<file path="config.mk">
export PLATFORM = sky130hd
export DESIGN_NAME = load_cell_adc_serial_reader_top
export DESIGN_NICKNAME = d
export VERILOG_FILES = /design/src/sv/lcr_pkg.sv /design/src/sv/lcr_engine.sv /design/src/sv/lcr_scale.sv /design/src/sv/load_cell_adc_serial_reader_top.sv
export VERILOG_INCLUDE_DIRS = /design/src /design/src/sv
export SDC_FILE = /design/constraint.sdc
export NUM_CORES = 1
export LEC_CHECK = 0
export CORE_UTILIZATION = 45
export DETAILED_ROUTE_END_ITERATION = 8
export DONT_BUFFER_PORTS = 1
export PLACE_DENSITY = 0.59
export SETUP_SLACK_MARGIN = 0.3
export SYNTH_ARGS = -nofsm -noshare
export SYNTH_HDL_FRONTEND = slang
export SYNTH_SLANG_ARGS = --single-unit
</file>
<file path="constraint.sdc">
create_clock -name clk_i -period 7.5 [get_ports clk_i]
set_input_delay 1.5 -clock clk_i [delete_from_list [all_inputs] [get_ports clk_i]]
set_output_delay 1.5 -clock clk_i [all_outputs]
set_load 0.01 [all_outputs]
</file>
<file path="src/sv/assert_macros.svh">
// Assertion helpers shared by the RTL files. Each check is sampled on the
// rising edge of clk_i and is switched off while rst_ni is low.
`ifndef ASSERT_MACROS_SVH
`define ASSERT_MACROS_SVH

// The property must hold at every sampled edge outside reset.
`define ASSERT_PROP(label, prop, msg) \
  label: assert property (@(posedge clk_i) disable iff (!rst_ni) (prop)) else $error(msg);

// The expression must never be true at a sampled edge outside reset.
`define ASSERT_NEVER(label, expr, msg) \
  label: assert property (@(posedge clk_i) disable iff (!rst_ni) !(expr)) else $error(msg);

`endif

</file>
<file path="src/sv/lcr_pkg.sv">
package lcr_pkg;

  // Number of data bits shifted out of the converter per conversion.
  localparam int unsigned DATA_BITS  = 24;
  // Counter wide enough to hold DATA_BITS itself.
  localparam int unsigned IDX_W      = $clog2(DATA_BITS + 1);

  localparam int unsigned READ_W     = 24;
  localparam int unsigned NET_W      = READ_W + 1;
  localparam int unsigned GAIN_W     = 2;
  localparam int unsigned SCALE_W    = 16;
  localparam int unsigned PROD_W     = READ_W + SCALE_W;
  localparam int unsigned WIDE_W     = 33;
  localparam int unsigned CFG_IDX_W  = 2;
  localparam int unsigned CFG_DATA_W = 24;

  localparam logic signed [READ_W-1:0] READ_MAX = 24'sh7F_FFFF;
  localparam logic signed [READ_W-1:0] READ_MIN = 24'sh80_0000;

  // Configuration register indexes.
  localparam logic [CFG_IDX_W-1:0] CFG_GAIN   = 2'd0;
  localparam logic [CFG_IDX_W-1:0] CFG_OFFSET = 2'd1;
  localparam logic [CFG_IDX_W-1:0] CFG_SCALE  = 2'd2;

  typedef enum logic [2:0] {
    OP_TICK  = 3'd0,
    OP_TARE  = 3'd1,
    OP_LOAD  = 3'd2,
    OP_PDOWN = 3'd3,
    OP_START = 3'd4
  } op_e;

  typedef enum logic [1:0] {
    PH_IDLE = 2'd0,
    PH_DATA = 2'd1,
    PH_GAIN = 2'd2
  } phase_e;

  typedef struct packed {
    logic [GAIN_W-1:0]         gain_pulses;
    logic signed [READ_W-1:0]  offset_preset;
    logic [SCALE_W-1:0]        scale_recip;
  } cfg_t;

  // Result of the engine stage, before the magnitude is formed.
  typedef struct packed {
    logic                      clock_pin;
    logic                      sample_done;
    logic                      data_ready;
    logic signed [READ_W-1:0]  raw;
    logic signed [NET_W-1:0]   net;
  } s1_t;

  // Result after the magnitude stage.
  typedef struct packed {
    logic                      clock_pin;
    logic                      sample_done;
    logic                      data_ready;
    logic signed [READ_W-1:0]  raw;
    logic [READ_W-1:0]         mag;
  } s2_t;

  // Sign-extends the shifted word and clamps it to the 24-bit signed range.
  function automatic logic signed [READ_W-1:0] finish_word(input logic [DATA_BITS-1:0] w);
    logic signed [WIDE_W-1:0] v;
    v = WIDE_W'($signed(w));
    if (v > WIDE_W'(READ_MAX)) begin
      return READ_MAX;
    end else if (v < WIDE_W'(READ_MIN)) begin
      return READ_MIN;
    end
    return READ_W'(v);
  endfunction

endpackage

</file>
<file path="src/sv/lcr_engine.sv">
`include "assert_macros.svh"

module lcr_engine (
  input  logic               clk_i,
  input  logic               rst_ni,
  input  lcr_pkg::cfg_t      cfg_i,
  input  logic               in_valid_i,
  output logic               in_ready_o,
  input  logic [2:0]         op_i,
  input  logic               data_pin_i,
  output logic               s1_valid_o,
  input  logic               s1_ready_i,
  output lcr_pkg::s1_t       s1_o
);

  lcr_pkg::phase_e                       ph_q, ph_d;
  logic [lcr_pkg::IDX_W-1:0]             idx_q, idx_d, idx_n;
  logic                                  ch_q, ch_d;
  logic                                  pd_q, pd_d;
  logic [lcr_pkg::DATA_BITS-1:0]         sh_q, sh_d;
  logic signed [lcr_pkg::READ_W-1:0]     lr_q, lr_d;
  logic signed [lcr_pkg::READ_W-1:0]     off_q, off_d;
  logic [lcr_pkg::GAIN_W-1:0]            gp;
  logic                                  clk_c, done_c, rdy_c;
  logic                                  v1_q;
  lcr_pkg::s1_t                          s1_q;
  logic                                  fire;

  assign in_ready_o = !v1_q || s1_ready_i;
  assign fire       = in_valid_i && in_ready_o;
  assign s1_valid_o = v1_q;
  assign s1_o       = s1_q;

  always_comb begin
    pd_d   = pd_q;
    ph_d   = ph_q;
    idx_d  = idx_q;
    ch_d   = ch_q;
    sh_d   = sh_q;
    lr_d   = lr_q;
    off_d  = off_q;
    clk_c  = 1'b0;
    done_c = 1'b0;
    rdy_c  = 1'b0;

    // The command acts first.
    case (lcr_pkg::op_e'(op_i))
      lcr_pkg::OP_TARE: begin
        off_d = lr_q;
      end
      lcr_pkg::OP_LOAD: begin
        off_d = cfg_i.offset_preset;
      end
      lcr_pkg::OP_PDOWN: begin
        pd_d  = 1'b1;
        ph_d  = lcr_pkg::PH_IDLE;
        idx_d = '0;
        ch_d  = 1'b0;
      end
      lcr_pkg::OP_START: begin
        pd_d  = 1'b0;
        ph_d  = lcr_pkg::PH_IDLE;
        idx_d = '0;
        ch_d  = 1'b0;
      end
      default: begin
      end
    endcase

    idx_n = idx_d + 1'b1;
    gp    = (cfg_i.gain_pulses == '0) ? lcr_pkg::GAIN_W'(1) : cfg_i.gain_pulses;

    // Then the serial engine runs on the same tick.
    if (pd_d) begin
      clk_c = 1'b1;
    end else begin
      case (ph_d)
        lcr_pkg::PH_DATA, lcr_pkg::PH_GAIN: begin
          if (!ch_d) begin
            clk_c = 1'b1;
            ch_d  = 1'b1;
          end else begin
            ch_d = 1'b0;
            if (ph_d == lcr_pkg::PH_DATA) begin
              sh_d = {sh_d[lcr_pkg::DATA_BITS-2:0], data_pin_i};
              if (idx_n >= lcr_pkg::IDX_W'(lcr_pkg::DATA_BITS)) begin
                ph_d  = lcr_pkg::PH_GAIN;
                idx_d = '0;
              end else begin
                idx_d = idx_n;
              end
            end else begin
              if (idx_n >= lcr_pkg::IDX_W'(gp)) begin
                lr_d   = lcr_pkg::finish_word(sh_d);
                done_c = 1'b1;
                ph_d   = lcr_pkg::PH_IDLE;
                idx_d  = '0;
              end else begin
                idx_d = idx_n;
              end
            end
          end
        end
        default: begin
          ph_d = lcr_pkg::PH_IDLE;
          if (!data_pin_i) begin
            rdy_c = 1'b1;
            ph_d  = lcr_pkg::PH_DATA;
            idx_d = '0;
            ch_d  = 1'b0;
            sh_d  = '0;
          end
        end
      endcase
    end
  end

  always_ff @(posedge clk_i or negedge rst_ni) begin
    if (!rst_ni) begin
      ph_q  <= lcr_pkg::PH_IDLE;
      idx_q <= '0;
      ch_q  <= 1'b0;
      pd_q  <= 1'b0;
      sh_q  <= '0;
      lr_q  <= '0;
      off_q <= '0;
    end else if (fire) begin
      ph_q  <= ph_d;
      idx_q <= idx_d;
      ch_q  <= ch_d;
      pd_q  <= pd_d;
      sh_q  <= sh_d;
      lr_q  <= lr_d;
      off_q <= off_d;
    end
  end

  always_ff @(posedge clk_i or negedge rst_ni) begin
    if (!rst_ni) begin
      v1_q <= 1'b0;
    end else if (in_ready_o) begin
      v1_q <= in_valid_i;
    end
  end

  always_ff @(posedge clk_i) begin
    if (fire) begin
      s1_q.clock_pin   <= clk_c;
      s1_q.sample_done <= done_c;
      s1_q.data_ready  <= rdy_c;
      s1_q.raw         <= lr_d;
      s1_q.net         <= lcr_pkg::NET_W'(lr_d) - lcr_pkg::NET_W'(off_d);
    end
  end

  `ASSERT_PROP(a_pd_idle, pd_q |-> (ph_q == lcr_pkg::PH_IDLE), "powered down while reading")
  `ASSERT_PROP(a_idle_clean, (ph_q == lcr_pkg::PH_IDLE) |-> (!ch_q && idx_q == '0), "idle with pulse state")
  `ASSERT_NEVER(a_idx_range, (ph_q == lcr_pkg::PH_DATA) && (idx_q >= lcr_pkg::IDX_W'(lcr_pkg::DATA_BITS)), "data bit count overrun")

endmodule

</file>
<file path="src/sv/lcr_scale.sv">
`include "assert_macros.svh"

module lcr_scale (
  input  logic                            clk_i,
  input  logic                            rst_ni,
  input  logic [lcr_pkg::SCALE_W-1:0]     scale_i,
  input  logic                            s1_valid_i,
  output logic                            s1_ready_o,
  input  lcr_pkg::s1_t                    s1_i,
  output logic                            out_valid_o,
  input  logic                            out_ready_i,
  output logic                            clock_pin_o,
  output logic                            sample_done_o,
  output logic signed [lcr_pkg::READ_W-1:0] raw_reading_o,
  output logic [lcr_pkg::READ_W-1:0]      net_magnitude_o,
  output logic [lcr_pkg::READ_W-1:0]      weight_o,
  output logic                            data_ready_o
);

  logic                          v2_q, v3_q;
  logic                          en3;
  lcr_pkg::s2_t                  s2_q;
  lcr_pkg::s2_t                  s3_q;
  logic [lcr_pkg::READ_W-1:0]    wt_q;
  logic [lcr_pkg::NET_W-1:0]     abs_c;
  logic [lcr_pkg::PROD_W-1:0]    prod_c;

  assign en3        = !v3_q || out_ready_i;
  assign s1_ready_o = !v2_q || en3;

  assign abs_c  = s1_i.net[lcr_pkg::NET_W-1] ? lcr_pkg::NET_W'(-s1_i.net)
                                             : lcr_pkg::NET_W'(s1_i.net);
  assign prod_c = lcr_pkg::PROD_W'(s2_q.mag) * lcr_pkg::PROD_W'(scale_i);

  always_ff @(posedge clk_i or negedge rst_ni) begin
    if (!rst_ni) begin
      v2_q <= 1'b0;
      v3_q <= 1'b0;
    end else begin
      if (s1_ready_o) begin
        v2_q <= s1_valid_i;
      end
      if (en3) begin
        v3_q <= v2_q;
      end
    end
  end

  always_ff @(posedge clk_i) begin
    if (s1_valid_i && s1_ready_o) begin
      s2_q.clock_pin   <= s1_i.clock_pin;
      s2_q.sample_done <= s1_i.sample_done;
      s2_q.data_ready  <= s1_i.data_ready;
      s2_q.raw         <= s1_i.raw;
      s2_q.mag         <= abs_c[lcr_pkg::READ_W-1:0];
    end
    if (v2_q && en3) begin
      s3_q <= s2_q;
      wt_q <= prod_c[lcr_pkg::PROD_W-1:lcr_pkg::SCALE_W];
    end
  end

  assign out_valid_o     = v3_q;
  assign clock_pin_o     = s3_q.clock_pin;
  assign sample_done_o   = s3_q.sample_done;
  assign raw_reading_o   = s3_q.raw;
  assign net_magnitude_o = s3_q.mag;
  assign weight_o        = wt_q;
  assign data_ready_o    = s3_q.data_ready;

  `ASSERT_PROP(a_s2_held, (v2_q && v3_q && !out_ready_i) |=> v2_q, "stage two request lost on stall")

endmodule

</file>
<file path="src/sv/load_cell_adc_serial_reader_top.sv">
// Serial readout for a 24-bit two-wire load-cell converter. Every input request
// is one tick of the bit-banged interface: the sampled data-pin level plus a
// command (tick, tare, load preset offset, power down, start), and every request
// yields exactly one result carrying the clock level to drive for that tick, a
// flag on the tick a reading completes, the last reading, its offset-corrected
// magnitude and a Q16-scaled weight. A new request is accepted every cycle
// unless back-pressure on the result channel has filled the pipeline. The path
// has three register stages (engine state and difference, magnitude, and the
// 24 by 16 bit weight multiplier); the first loads at the accepting edge and the
// last offers the result. Configuration writes take effect at once; the user must
// make them while no request is in flight, which the block does not enforce.
`include "assert_macros.svh"

module load_cell_adc_serial_reader_top (
  input  logic                               clk_i,
  input  logic                               rst_ni,
  // Configuration write port.
  input  logic                               cfg_we_i,
  input  logic [lcr_pkg::CFG_IDX_W-1:0]      cfg_index_i,
  input  logic [lcr_pkg::CFG_DATA_W-1:0]     cfg_data_i,
  // Tick request channel.
  input  logic                               in_valid_i,
  output logic                               in_ready_o,
  input  logic [2:0]                         op_i,
  input  logic                               data_pin_i,
  // Result channel.
  output logic                               out_valid_o,
  input  logic                               out_ready_i,
  output logic                               clock_pin_o,
  output logic                               sample_done_o,
  output logic signed [lcr_pkg::READ_W-1:0]  raw_reading_o,
  output logic [lcr_pkg::READ_W-1:0]         net_magnitude_o,
  output logic [lcr_pkg::READ_W-1:0]         weight_o,
  output logic                               data_ready_o
);

  lcr_pkg::cfg_t cfg_q;
  logic          s1_valid;
  logic          s1_ready;
  lcr_pkg::s1_t  s1;

  // Configuration registers. Writes to an index past the list are ignored.
  always_ff @(posedge clk_i or negedge rst_ni) begin
    if (!rst_ni) begin
      cfg_q.gain_pulses   <= lcr_pkg::GAIN_W'(1);
      cfg_q.offset_preset <= '0;
      cfg_q.scale_recip   <= lcr_pkg::SCALE_W'(256);
    end else if (cfg_we_i) begin
      case (cfg_index_i)
        lcr_pkg::CFG_GAIN: begin
          cfg_q.gain_pulses <= cfg_data_i[lcr_pkg::GAIN_W-1:0];
        end
        lcr_pkg::CFG_OFFSET: begin
          cfg_q.offset_preset <= cfg_data_i[lcr_pkg::READ_W-1:0];
        end
        lcr_pkg::CFG_SCALE: begin
          cfg_q.scale_recip <= cfg_data_i[lcr_pkg::SCALE_W-1:0];
        end
        default: begin
        end
      endcase
    end
  end

  // The engine applies the command, advances the pulse sequencer and forms
  // the new reading and its difference from the offset.
  lcr_engine u_engine (
    .clk_i      (clk_i),
    .rst_ni     (rst_ni),
    .cfg_i      (cfg_q),
    .in_valid_i (in_valid_i),
    .in_ready_o (in_ready_o),
    .op_i       (op_i),
    .data_pin_i (data_pin_i),
    .s1_valid_o (s1_valid),
    .s1_ready_i (s1_ready),
    .s1_o       (s1)
  );

  // The scaling pipeline takes the magnitude and then the weight; its last
  // stage is the output register, so a waiting result never blocks new ticks
  // until the whole pipeline is full.
  lcr_scale u_scale (
    .clk_i           (clk_i),
    .rst_ni          (rst_ni),
    .scale_i         (cfg_q.scale_recip),
    .s1_valid_i      (s1_valid),
    .s1_ready_o      (s1_ready),
    .s1_i            (s1),
    .out_valid_o     (out_valid_o),
    .out_ready_i     (out_ready_i),
    .clock_pin_o     (clock_pin_o),
    .sample_done_o   (sample_done_o),
    .raw_reading_o   (raw_reading_o),
    .net_magnitude_o (net_magnitude_o),
    .weight_o        (weight_o),
    .data_ready_o    (data_ready_o)
  );

  // A completed reading always lands on a low clock half of the tick.
  `ASSERT_NEVER(a_done_clk_low, out_valid_o && sample_done_o && clock_pin_o, "done on high clock")

endmodule
</file>
# == Yosys cells after proc, flatten, opt, wreduce, memory -nomap -nowiden ==
# Cells that the tools add are included.
# word_totals
register_bits,304
wordCells,117
in_bits,35
# op_classes
eq_ne,11
mul,1
muxes,47
n_bitwise,3
add_sub_neg,3
order_cmp,4
n_reduce_logical,19
# ops
cell,count
$mux W24,13
$pmux W24 S2,1
$mul A24 B16 Y40,1
$mux W5,8
$sub A24 B24 Y25,1
$gt A24 B24 Y1 const B,1
$lt A24 B24 Y1 const B,1
$neg A24 Y24,1
$mux W1,16
$mux W2,8
$eq A3 B2 Y1 const B,2
$ne A2 B1 Y1 const B,3
$reduce_and A2 Y1,3
$add A5 B1 Y5 const B,1
$ge A5 B2 Y1,1
$ge A5 B5 Y1 const B,1
$reduce_and A5 Y1,1
$eq A2 B1 Y1 const B,2
$eq A2 B2 Y1 const B,2
$logic_not A2 Y1,2
$reduce_or A2 Y1,2
$reduce_or A4 Y1,1
$eq A3 B1 Y1 const B,1
$eq A3 B3 Y1 const B,1
other kinds (6),14

# == Depth between registers and ports, before layout ==
# depth
word_depth,17
ltp_mapped,25

# == By module ==
# A second synthesis with hierarchy kept.
# unflattened
cells_unflattened,2269
hier_area_um2,24916.4
# by_module_without_submodules
module,instances,area_each_um2,seq_area_each_um2,cells_per_inst
lcr_scale,1,16166.8,3833.7,1551
lcr_engine,1,7029.2,3613.5,628
load_cell_adc_serial_reader_top,1,1720.4,1053.5,90

# == Least setup slack after synthesis ==
# Ideal clock, no wire load.
# synth_timing
path_kind,input -> register
start,in op_i[2]
end,"reg u_engine.s1_q (netlist bit u_engine.s1_o[13]), data pin"
t_required_ps,7365
cell_stages,24
arrival_ps,6202
path_slack_ps,1162
path_buffers,3
cell_sequence,buf_2 > and3b_1 > a21oi_1 > buf_2 > and2_1 > ha_1 > nand3_1 > xnor2_1 > nand2_1 > nand4_1 > nand2_1 > nor3_2 > buf_2 > mux2_2 > ha_1 > a21o_1 > a21oi_1 > nor2b_1 > a311oi_1 > a21boi_0 > o21ai_0 > a21boi_0 > or4b_2 > nand3_1
# synth_between
elab_chain_cells,11
word_cells_on_any_way,21
classes_between,2 x add/sub; 1 x order compare; 6 x eq/ne; 10 x mux; 2 x reduce/logical
# synth_lines
item,line_no,source
"start, declared",load_cell_adc_serial_reader_top.sv:24,"input logic [2:0] op_i,"
$eq A3 B2 Y1 / $eq A3 B3 Y1 (equally long branches),lcr_engine.sv:47,case (lcr_pkg::op_e'(op_i))
$reduce_or A2 Y1 (no source line),--,
$mux W5,lcr_engine.sv:47,
$add A5 B1 Y5,lcr_engine.sv:70,idx_n = idx_d + 1'b1;
$ge A5 B2 Y1,lcr_engine.sv:93,if (idx_n >= lcr_pkg::IDX_W'(gp)) begin
$mux W24,lcr_engine.sv:93,
$mux W24,lcr_engine.sv:84,if (ph_d == lcr_pkg::PH_DATA) begin
$mux W24,lcr_engine.sv:79,if (!ch_d) begin
$mux W24,lcr_engine.sv:77,case (ph_d)
$mux W24 (*),lcr_engine.sv:74,if (pd_d) begin
net u_engine.lr_d (one bit),lcr_engine.sv:21,"logic signed [lcr_pkg::READ_W-1:0] lr_q, lr_d;"
$sub A24 B24 Y25 (*),lcr_engine.sv:152,s1_q.net <= lcr_pkg::NET_W'(lr_d) - lcr_pkg::NET_W'(off_d);
"end, declared",lcr_engine.sv:26,lcr_pkg::s1_t s1_q;
# The timed path passes the listed nets; every way through them passes the cells marked *.
# A chain may end at the register's enable or synchronous reset.

# == Worst setup path in the final report ==
# layout_timing
start,reg cfg_q[4] (netlist name)
end,"reg u_scale.wt_q (netlist bit u_scale.weight_o[23]), data pin"
# layout_between
elab_chain_cells,1
# layout_lines
item,line_no,source
"start, declared",load_cell_adc_serial_reader_top.sv:37,lcr_pkg::cfg_t cfg_q;
$mul A24 B16 Y40,lcr_scale.sv:33,assign prod_c = lcr_pkg::PROD_W'(s2_q.mag) * lcr_pkg::PROD_W'(scale_i);
net u_scale.prod_c (one bit),lcr_scale.sv:26,logic [lcr_pkg::PROD_W-1:0] prod_c;
"end signal, assigned",lcr_scale.sv:59,wt_q <= prod_c[lcr_pkg::PROD_W-1:lcr_pkg::SCALE_W];
"end, declared",lcr_scale.sv:24,logic [lcr_pkg::READ_W-1:0] wt_q;
# The timed path passes the listed nets, and every way through them passes these cells.

==> metrics.txt <==
number of flops mapped to enable cells by yosys=178; setup repair bufs after CTS=0; Final nets=2768; Tot GR Track Use=21.70%; Final Skew=0.03086 ns; Post-synth ARST share=41.45%; commonest non-fill, non-tap cell in the layout=inv_1; wire length per cell=19.47 um; total number of H-tree levels=2; post_cts resized=2; CP required=7.81 ns; Post-Synthesis Cells=2290; Slew headroom=22.01%; commonest cells after routing, fill and taps aside=inv_1, nand2_1, fa_1, edfxtp_1, and2_1; initial antenna violation count=6; DR vias=15982; Setup TNS Final=0 ns; Avg Cell Area, Syn=10.73 um^2; Max Freq=0.1472 GHz; Die H=235.7 um; crit path time final=6.794 ns; max-cap violations=0; area taken by multi-input logic gates=14370 um^2; Synth cell types=61; largest net degree at the start of global routing=127; Overflow after GRT=0; worst path arrival time=7.10 ns; Crit Path Category=reg2reg; Initial Utilization=45.58%; area of the mapped netlist=24570 um^2; final hold viol count=0; RSZ-0062 raised after global routing=false; fillcell total=4793; die width=235.7 um; Crit Path Max Fanout=13; Clk pin slew, worst setup/hold paths=0.06 ns; Yosys reg bits=304; DRT Pass-1 Iters=6; Clock Latency Late Sink=0.58 ns; TritonCTS Buffers=38; Root Buffer=clkbuf_16; register area share after synthesis=34.59%; I/O pin cnt=112; Worst Tran Pin Value=1.166 ns; status=complete, no violations; CTS sink count=304; Slowest cell on crit path=dfrtp_1; HP Class=reg2reg; Detail Placement HPWL=44560 um; CTS tree=built; vias in the first global route=16706; GPL Wtd Cong=0.8872; Post-Route WL=58710 um; max-slew violations=0; slowest cell delay on critical path=0.59 ns; Hold Buf Count CTS=0; endpoint class of the critical path=flop; Hold WS=0.4146 ns; Clock Path Buffers=3; Main synth FF type=edfxtp_1; CP Cell Sequence=buf_4 > nand2_1 > fa_1 > inv_1 > fa_1 > inv_1 > fa_1 > inv_1 > fa_1 > fa_1 > inv_1 > fa_1 > inv_1 > ha_1 > nand2_1 > o21ai_0 > nand2b_1 > a21oi_1 > a21oi_1 > a41o_1 > nor2_2 > o21ai_0 > xnor2_1; Final WS setup=0.7063 ns; post-synth net total=2769; Yosys Warn Count=0; via/cell ratio=5.299; CORE AREA=53920 um^2; final setup fails=0; first-pass GRT wire length=93400 um; Post-DRT Antenna Nets=0; Top cell by count, worst path=fa_1; proportion of layout cells with a drive suffix above 1=9.789%; Final period util=90.58%; initial DRC count=936; Startpoint Class=flop; Buffers on Ports=0; Area growth, synth to finish=9.205%; Place WS=0.2196 ns; FF/Latch Area=8503 um^2; drt drc=0; # rows=85; Die ar.=55550 um^2
-- logic make-up (layout without fill, tap and decap cells) --
family / Yosys count / in the layout / share of synthesized area [%]
AND/OR/NAND/NOR: 646 / 646 / 12.71
buffers and inverters: 459 / 488 / 7.041
XOR/XNOR: 64 / 64 / 2.281
multiplexers: 91 / 91 / 4.160
other: 0 / 1 / 0
flip-flops: 304 / 304 / 34.59
AO/OA/AOI/OAI: 282 / 282 / 7.260
adder cells (fa/ha/maj): 444 / 444 / 31.95
-- cell type report --
| type | instances | area share (%) |
|---|---|---|
| antenna | 1 | 0.009324 |
| timing repair buffer | 48 | 1.343 |
| multi-input combinational | 1527 | 53.55 |
| clock buffer | 49 | 4.037 |
| tap | 696 | 3.245 |
| sequential | 304 | 31.68 |
| inverter | 370 | 5.175 |
| clock inverter | 21 | 0.9558 |
-- per-stage QoR --
stage               instance area [um^2]  util (%)  instances
finish                             26840     49.77       3016
global route                       26830     49.77       3015
CTS                                26830     49.76       3015
detailed placement                 25480     47.26       2945
global placement                   25480     47.26       2945
floorplan                          24570         -       2290
-- sequential cells by signal, indices dropped and copies added (netlist names), 2 cells and up --
signal,cells
u_scale.net_magnitude_o,24
u_engine.sh_q,24
u_engine.ph_q,2
u_scale.weight_o,24
u_engine.lr_q,24
cfg_q,42
u_engine.s1_o,52
u_engine.off_q,24
u_scale.s2_q,51
u_scale.raw_reading_o,24
u_engine.idx_q,5
-- Yosys cell counts (all sizes together) (3+ instances only) --
cell type | instances | area, um^2
inv | 369 | 1385
or2 | 6 | 37.54
a211oi | 5 | 37.54
a22o | 23 | 201.4
and2 | 159 | 994.7
nand4 | 10 | 62.56
dfrtp | 124 | 3103
nand2 | 328 | 1231
ha | 138 | 1727
a311oi | 3 | 26.28
nor2 | 42 | 157.7
fa | 306 | 6126
a41o | 3 | 30.03
o211ai | 4 | 30.03
o41ai | 4 | 35.03
nand3 | 10 | 50.05
o21ai | 93 | 465.5
nor3b | 4 | 30.03
o311ai | 4 | 35.03
xor2 | 16 | 140.1
nand2b | 42 | 262.8
edfxtp | 178 | 5345
a21o | 30 | 225.2
buf | 6 | 30.03
or4 | 5 | 41.29
o21a | 10 | 75.07
and3 | 3 | 18.77
a21oi | 73 | 365.4
xnor2 | 48 | 420.4
a21boi | 4 | 30.03
clkbuf | 83 | 311.6
nor2b | 12 | 75.07
nor3 | 12 | 65.06
a31oi | 3 | 18.77
mux2 | 89 | 1002
o2111ai | 3 | 26.28
or3 | 7 | 48.80
o31ai | 8 | 73.82
-- critical path: cells and delay by family, from the launching register on --
| kind | cells | cell delay, ns |
|---|---|---|
| AOI/OAI and AO/OA | 5 | 1.49 |
| DFF | 1 | 0.59 |
| and+or+nand+nor | 4 | 0.44 |
| buffers and inverters | 6 | 0.56 |
| xor gates and xnor gates | 1 | 0.11 |
| adders and majority gates | 7 | 3.32 |
-- routing by layer --
metal / track usage, % / vias to the layer above / part of all wire [%]
met1: 28.36 / 8097 / 43
met3: 4.737 / 93 / 6.5
met5: 0 / - / 0.12
met2: 35.72 / 429 / 48
met4: 7.467 / 10 / 3.1
li1: - / 7353 / -
-- path summary, 6_finish.rpt --
kind                                  start                         to  slack [ns]  cells after the start
max                                cfg_q[4]       u_scale.weight_o[23]        0.71                     23
min                        u_scale.s2_q[40]  u_scale.raw_reading_o[16]        0.41                      0
max reg2reg                        cfg_q[4]       u_scale.weight_o[23]        0.71                     23
min reg2reg                u_scale.s2_q[40]  u_scale.raw_reading_o[16]        0.41                      0
max in group asynchronous            rst_ni                  cfg_q[40]        6.57                      0
min in group asynchronous            rst_ni          u_engine.lr_q[18]        0.63                      0
Power is not shown: default switching activity piles up to over one toggle a cycle in this logic, so the estimate is an artifact.
